**config.mk**
```make
export PLATFORM = sky130hd
export DESIGN_NAME = dbr_scale
export DESIGN_NICKNAME = d
export VERILOG_FILES = /design/src/sv/dbr_pkg.sv /design/src/sv/dbr_scale.sv
export SDC_FILE = /design/constraint.sdc
export NUM_CORES = 2
export LEC_CHECK = 0
export BUFFER_PORTS_ARGS = -buffer_cell sky130_fd_sc_hd__buf_2
export CORE_ASPECT_RATIO = 0.8
export CORE_MARGIN = 4
export CORE_UTILIZATION = 55
export CTS_BUF_LIST = sky130_fd_sc_hd__clkbuf_8
export DETAILED_ROUTE_END_ITERATION = 8
export PLACE_DENSITY = 0.82
export SETUP_SLACK_MARGIN = 0.3
export SLEW_MARGIN = 0
export SYNTH_ARGS = -nofsm -noshare
export SYNTH_HDL_FRONTEND = slang
export SYNTH_SLANG_ARGS = --single-unit
export TNS_END_PERCENT = 20
```
**constraint.sdc**
```tcl
create_clock -name clk -period 24.5 [get_ports clk]
set_input_delay 4.9 -clock clk [delete_from_list [all_inputs] [get_ports clk]]
set_output_delay 4.9 -clock clk [all_outputs]
set_load 0.03 [all_outputs]
```
**src/sv/dbr_pkg.sv**
```systemverilog
// ----------------------------------------------------------------------------
// dbr_pkg
// shared types, constants and helpers for the discrete b-spline row block
// ----------------------------------------------------------------------------
package dbr_pkg;

    localparam int DEF_MAX_ORDER  = 8;
    localparam int DEF_KNOT_DEPTH = 1024;

    localparam int KNOT_W = 32;
    localparam int DIFF_W = 33;
    localparam int DIV_W  = 34;
    localparam int PROD_W = 64;
    localparam int QUO_W  = 31;
    localparam int DIV_CW = 5;

    localparam logic [1:0] OP_LOAD_ORIG = 2'd0;
    localparam logic [1:0] OP_LOAD_REF  = 2'd1;
    localparam logic [1:0] OP_ROW       = 2'd2;

    localparam logic CFG_ORDER = 1'b0;
    localparam logic CFG_DIM   = 1'b1;

    localparam logic [3:0] ORDER_RESET = 4'd4;
    localparam logic [9:0] DIM_RESET   = 10'd16;

    localparam logic signed [KNOT_W-1:0] ONE_Q30 = 32'sh4000_0000;
    localparam logic signed [KNOT_W-1:0] SAT_MAX = 32'sh7FFF_FFFF;
    localparam logic signed [KNOT_W-1:0] SAT_MIN = 32'sh8000_0000;

    typedef enum logic [4:0] {
        ST_IDLE,
        ST_WALK_RD,
        ST_WALK_CMP,
        ST_COLL_RD,
        ST_COLL_CMP,
        ST_BUILD_INIT,
        ST_BUILD_T0,
        ST_KNOT_TOP,
        ST_TB_CAP,
        ST_TB_WAIT,
        ST_INNER_TOP,
        ST_INNER_RD2,
        ST_INNER_CAP,
        ST_T2_START,
        ST_T2_WAIT,
        ST_T1_START,
        ST_T1_WAIT,
        ST_TAIL_RD2,
        ST_TAIL_CAP,
        ST_TAIL_START,
        ST_TAIL_WAIT,
        ST_EMIT_INIT,
        ST_EMIT
    } dbr_state_t;

    typedef enum logic [2:0] {
        SC_IDLE,
        SC_MUL_LO,
        SC_MUL_HI,
        SC_ADD,
        SC_CHK,
        SC_DIV,
        SC_FIN
    } sc_state_t;

    typedef struct packed {
        logic                       start;
        logic signed [DIFF_W-1:0]   a;
        logic signed [KNOT_W-1:0]   e;
        logic signed [DIV_W-1:0]    d;
    } sc_req_t;

    typedef struct packed {
        logic                       done;
        logic                       zero;
        logic signed [KNOT_W-1:0]   q;
    } sc_rsp_t;

    function automatic logic signed [KNOT_W-1:0] sat_add(
        input logic signed [KNOT_W-1:0] x,
        input logic signed [KNOT_W-1:0] y
    );
        logic signed [KNOT_W:0] s;
        s = (KNOT_W+1)'(x) + (KNOT_W+1)'(y);
        if (s[KNOT_W] != s[KNOT_W-1]) begin
            return s[KNOT_W] ? SAT_MIN : SAT_MAX;
        end
        return s[KNOT_W-1:0];
    endfunction

endpackage

```
**src/sv/dbr_scale.sv**
```systemverilog
// ----------------------------------------------------------------------------
// dbr_scale
// shared scaler: a*e/d rounded half away from zero, saturated to 32 bits,
// a split multiply of low and high partial products and a 31-step restoring divider
// ----------------------------------------------------------------------------
module dbr_scale
    import dbr_pkg::*;
(
    input  logic    clk,
    input  logic    rst_n,
    input  sc_req_t req,
    output sc_rsp_t rsp
);

    sc_state_t state_reg, state_next;

    logic [DIFF_W-1:0] am_reg, am_next;
    logic [KNOT_W-1:0] em_reg, em_next;
    logic [DIV_W-1:0]  md_reg, md_next;
    logic              neg_reg, neg_next;
    logic              dz_reg, dz_next;
    logic              sat_reg, sat_next;
    logic [PROD_W-1:0] acc_reg, acc_next;
    logic [PROD_W-1:0] dsh_reg, dsh_next;
    logic [QUO_W-1:0]  q_reg, q_next;
    logic [DIV_CW-1:0] cnt_reg, cnt_next;

    logic [48:0] p_lo;
    logic [47:0] p_hi;
    logic        ge;
    logic        prod_neg;

    assign p_lo = am_reg[16:0] * em_reg;
    assign p_hi = am_reg[32:17] * em_reg;
    assign ge   = acc_reg >= dsh_reg;
    assign prod_neg = (req.a[DIFF_W-1] ^ req.e[KNOT_W-1]) && (req.a != '0) && (req.e != '0);

    always_comb begin : next_state
        state_next = state_reg;
        unique case (state_reg)
            SC_IDLE:   if (req.start) state_next = (req.d == '0) ? SC_FIN : SC_MUL_LO;
            SC_MUL_LO: state_next = SC_MUL_HI;
            SC_MUL_HI: state_next = SC_ADD;
            SC_ADD:    state_next = SC_CHK;
            SC_CHK:    state_next = ({1'b0, acc_reg} >= {md_reg, 31'b0}) ? SC_FIN : SC_DIV;
            SC_DIV:    if (cnt_reg == '0) state_next = SC_FIN;
            SC_FIN:    state_next = SC_IDLE;
            default:   state_next = SC_IDLE;
        endcase
    end

    always_comb begin : datapath
        am_next  = am_reg;
        em_next  = em_reg;
        md_next  = md_reg;
        neg_next = neg_reg;
        dz_next  = dz_reg;
        sat_next = sat_reg;
        acc_next = acc_reg;
        dsh_next = dsh_reg;
        q_next   = q_reg;
        cnt_next = cnt_reg;
        rsp      = '0;
        unique case (state_reg)
            SC_IDLE: begin
                if (req.start) begin
                    am_next  = req.a[DIFF_W-1] ? DIFF_W'(-req.a) : DIFF_W'(req.a);
                    em_next  = req.e[KNOT_W-1] ? KNOT_W'(-req.e) : KNOT_W'(req.e);
                    md_next  = req.d[DIV_W-1] ? DIV_W'(-req.d) : DIV_W'(req.d);
                    neg_next = prod_neg ^ req.d[DIV_W-1];
                    dz_next  = (req.d == '0);
                    sat_next = 1'b0;
                    q_next   = '0;
                end
            end
            SC_MUL_LO: acc_next = PROD_W'(p_lo);
            SC_MUL_HI: acc_next = acc_reg + PROD_W'({p_hi, 17'b0});
            SC_ADD:    acc_next = acc_reg + PROD_W'(md_reg >> 1);
            SC_CHK: begin
                sat_next = {1'b0, acc_reg} >= {md_reg, 31'b0};
                dsh_next = PROD_W'({md_reg, 30'b0});
                cnt_next = DIV_CW'(QUO_W - 1);
            end
            SC_DIV: begin
                if (ge) acc_next = acc_reg - dsh_reg;
                q_next   = {q_reg[QUO_W-2:0], ge};
                dsh_next = dsh_reg >> 1;
                cnt_next = cnt_reg - 1'b1;
            end
            SC_FIN: begin
                rsp.done = 1'b1;
                rsp.zero = dz_reg;
                if (dz_reg) rsp.q = '0;
                else if (sat_reg) rsp.q = neg_reg ? SAT_MIN : SAT_MAX;
                else rsp.q = neg_reg ? -$signed({1'b0, q_reg}) : $signed({1'b0, q_reg});
            end
            default: ;
        endcase
    end

    always_ff @(posedge clk or negedge rst_n) begin
        if (!rst_n) begin
            state_reg <= SC_IDLE;
        end
        else begin
            state_reg <= state_next;
        end
    end

    always_ff @(posedge clk) begin
        am_reg  <= am_next;
        em_reg  <= em_next;
        md_reg  <= md_next;
        neg_reg <= neg_next;
        dz_reg  <= dz_next;
        sat_reg <= sat_next;
        acc_reg <= acc_next;
        dsh_reg <= dsh_next;
        q_reg   <= q_next;
        cnt_reg <= cnt_next;
    end

endmodule

```
==> results.txt <==
Outcome - finished with violations
Violated checks - max-capacitance violations, max-slew violations
Worst Setup Start Kind - register
Starting density of the core - 55.7%
Avg Cell Area, Syn - 8.56 µm²
Seq/Total Area, Yosys - 14.3%
# DRC - 0
Most used cell, CP - fa_1
Reg clk slew, reported paths - 0.07 ns
Synth async-reset ratio - 1.12%
RSZ-0062 raised after global routing - no
Setup violators final - 0
CTS tree - yes
Slew @ Worst Pin - 1.49 ns
Area contributors post-synth - fa_1, edfxtp_1, ha_1
GRT Overall Usage - 31.4%
Syn Inst Count - 6586
Root buffer cell - clkbuf_8
Synth Flop Type - edfxtp_1
First-pass GRT wire length - 267 mm
H-tree depth - 2
Site row count - 104
Syn Nets - 7978
Chip Width - 366 µm
Yosys reg bits - 269
Crit end category - register
FILL cells - 8875
R2R setup slack - 14.19 ns
DIE HEIGHT - 294 µm
Core Area - 101000 µm²
Type of the tightest min-delay check - reg2reg
Clock Sinks - 269
Yosys cell types - 85
R2R depth - 32
Antenna violations before repair - 8
Post-CTS setup buffer count - 0
Post_cts resized - 0
Post-Syn Area - 56400 µm²
Worst skew pair latency - 0.71 ns
RR Endpoint - acc_reg[62]
CTS buffer count - 51
Die ar. - 108000 µm²
Leading area contributor after synthesis - fa_1
CP endpoint - acc_reg[62]
Clock skew - 0.0402 ns
WL/cell - 21.5 µm
Layout area overhead - 4.61%
Tmin final - 10.31 ns
Routed vias - 47900
Worst path slowest cell - edfxtp_1
Crit Path Max Fanout - 32
WP data required - 24.91 ns
Period Utilization, post-route - 42.1%
RR Startpoint - am_reg[19]
Max-slew violations - 1
Slowest Stage Delay on Critical Path - 1.17 ns
Max_cap viols - 1
Syn. warnings - 0
Layout cells sized above 1 - 4.91%
Fmax - 0.0970 GHz
Fin nets - 7895
Startpoint of the worst hold path - dsh_reg[25]
CP Class - reg2reg
Number of port buffers - 135
Setup_tns - 0 ns
Largest net degree at the start of global routing - 88
Total gr overflow - 0
CTS Hold Bufs - 0
CP startpoint - am_reg[19]
Vias in the first global route - 47500
Final Routed Wirelength - 169 mm
Final HPWL from detailed placement - 129 mm
Clk buf depth - 3
IO Count - 136
Gp weighted congestion - 0.986
Arrival @ worst endpoint - 10.72 ns
Antenna-violating nets left - 0
DR pass1 iterations - 6
Slew headroom - -0.567%
Number of synthesized flops with an enable pin - 266
Yosys top cell area share - 30.8%
Iter 0 DRT Violations - 5384
Vias per cell - 6.09
Fin. Hold Viols - 0
==> placed cells by master, fill, tap and decap left out, drive strengths merged, types with 15 or more instances in the layout <==
master	netlist	final
fa	869	869
ha	421	421
o221ai	15	15
buf	11	218
a21o	148	148
a22oi	23	23
o21bai	39	39
clkinv	1	20
or4	23	23
nor2b	43	43
o22a	27	27
a211oi	33	33
nor3	66	66
nor3b	16	16
or3	30	30
inv	1103	1119
xnor2	252	252
a21oi	299	299
o31ai	39	39
and2	316	316
nor4	23	23
o21a	28	28
o211ai	27	27
nand2b	37	37
nand4	71	71
nand2	1029	1029
and3	73	73
o21ai	243	243
nor2	265	265
edfxtp	266	266
nand3	80	80
mux2i	21	21
a31oi	36	36
xor2	77	77
clkbuf	343	51
a221oi	17	17
o22ai	18	18
==> worst max-delay path: cells and delay by family (launching register included) <==
kind / cells / cell delay, ns
buf+inv: 5 / 0.25
xor+xnor: 2 / 0.36
flops: 1 / 1.17
compound gates: 15 / 4.35
fa+ha+maj: 8 / 3.65
simple gates: 2 / 0.27
==> metal layers <==
| metal | vias up | global-route usage (%) | part of all wire [%] |
|---|---|---|---|
| met4 | 8 | 10.4 | 3.8 |
| met1 | 23600 | 44.6 | 40 |
| li1 | 21100 | - | - |
| met3 | 454 | 7.59 | 12 |
| met2 | 2783 | 47.4 | 43 |
| met5 | - | 0 | 0.032 |
==> kinds of logic after synthesis <==
group           count (synthesis)  share of synthesized area, %
compound gates               1116                          12.8
xor+xnor                      329                          5.11
fa+ha+maj                    1290                          40.2
buf+inv                      1458                          9.71
flops                         269                          14.3
mux                            21                         0.373
simple gates                 2103                          17.5
==> cells in the mapped netlist (12+ instances only) <==
cell type / n
a31oi_1: 36
clkbuf_1: 343
o22a_1: 27
o21ai_0: 241
nor3_1: 64
and2_1: 315
a221oi_1: 17
a21oi_1: 299
o22ai_1: 18
ha_1: 421
o21a_1: 28
and3_1: 73
o41ai_1: 12
or3_1: 29
o211ai_1: 27
o31ai_1: 39
xnor2_1: 252
inv_1: 1103
a22oi_1: 23
o221ai_1: 15
nand4_1: 71
a211oi_1: 33
nor2b_1: 43
or4_1: 19
a21o_1: 148
o21bai_1: 39
xor2_1: 77
nand3_1: 79
nor4_1: 23
nor3b_1: 16
nand2_1: 1029
mux2i_1: 21
fa_1: 869
nand2b_1: 37
nor2_1: 265
edfxtp_1: 266
==> area by class of cell <==
cell class | count | area [µm²] | share of cell area, %
Multi-Input combinational cell | 4859 | 42900 | 72.7
Sequential cell | 269 | 8060 | 13.7
Inverter | 1104 | 4150 | 7.03
Tap cell | 1325 | 1660 | 2.81
Timing Repair Buffer | 218 | 1300 | 2.20
Clock buffer | 51 | 702 | 1.19
Clock inverter | 38 | 241 | 0.409
Antenna cell | 4 | 10.0 | 0.0170
==> per-stage QoR <==
stage	area [µm²]	hold slack (ns)	setup WS [ns]	util (%)	cells
after floorplan	56400	0.522	16.13	-	6586
after global placement	58000	0.534	14.49	57.3	7775
after detailed placement	58000	0.545	14.36	57.3	7775
after CTS	59000	0.556	14.33	58.3	7864
after global routing	59000	0.575	13.52	58.3	7865
final	59000	0.554	14.19	58.3	7868
==> how the worst min path moves through the flow <==
stage | slack [ns] | end | cells after the start
CTS | 0.56 | dsh_reg[19] | 2
global placement | 0.53 | dsh_reg[39] | 2
global route | 0.58 | dsh_reg[14] | 2
finish | 0.55 | dsh_reg[24] | 2
floorplan | 0.52 | dsh_reg[31] | 2
detailed placement | 0.54 | dsh_reg[62] | 2
Power is not shown: default switching activity piles up to over one toggle a cycle in this logic, so the estimate is an artifact.
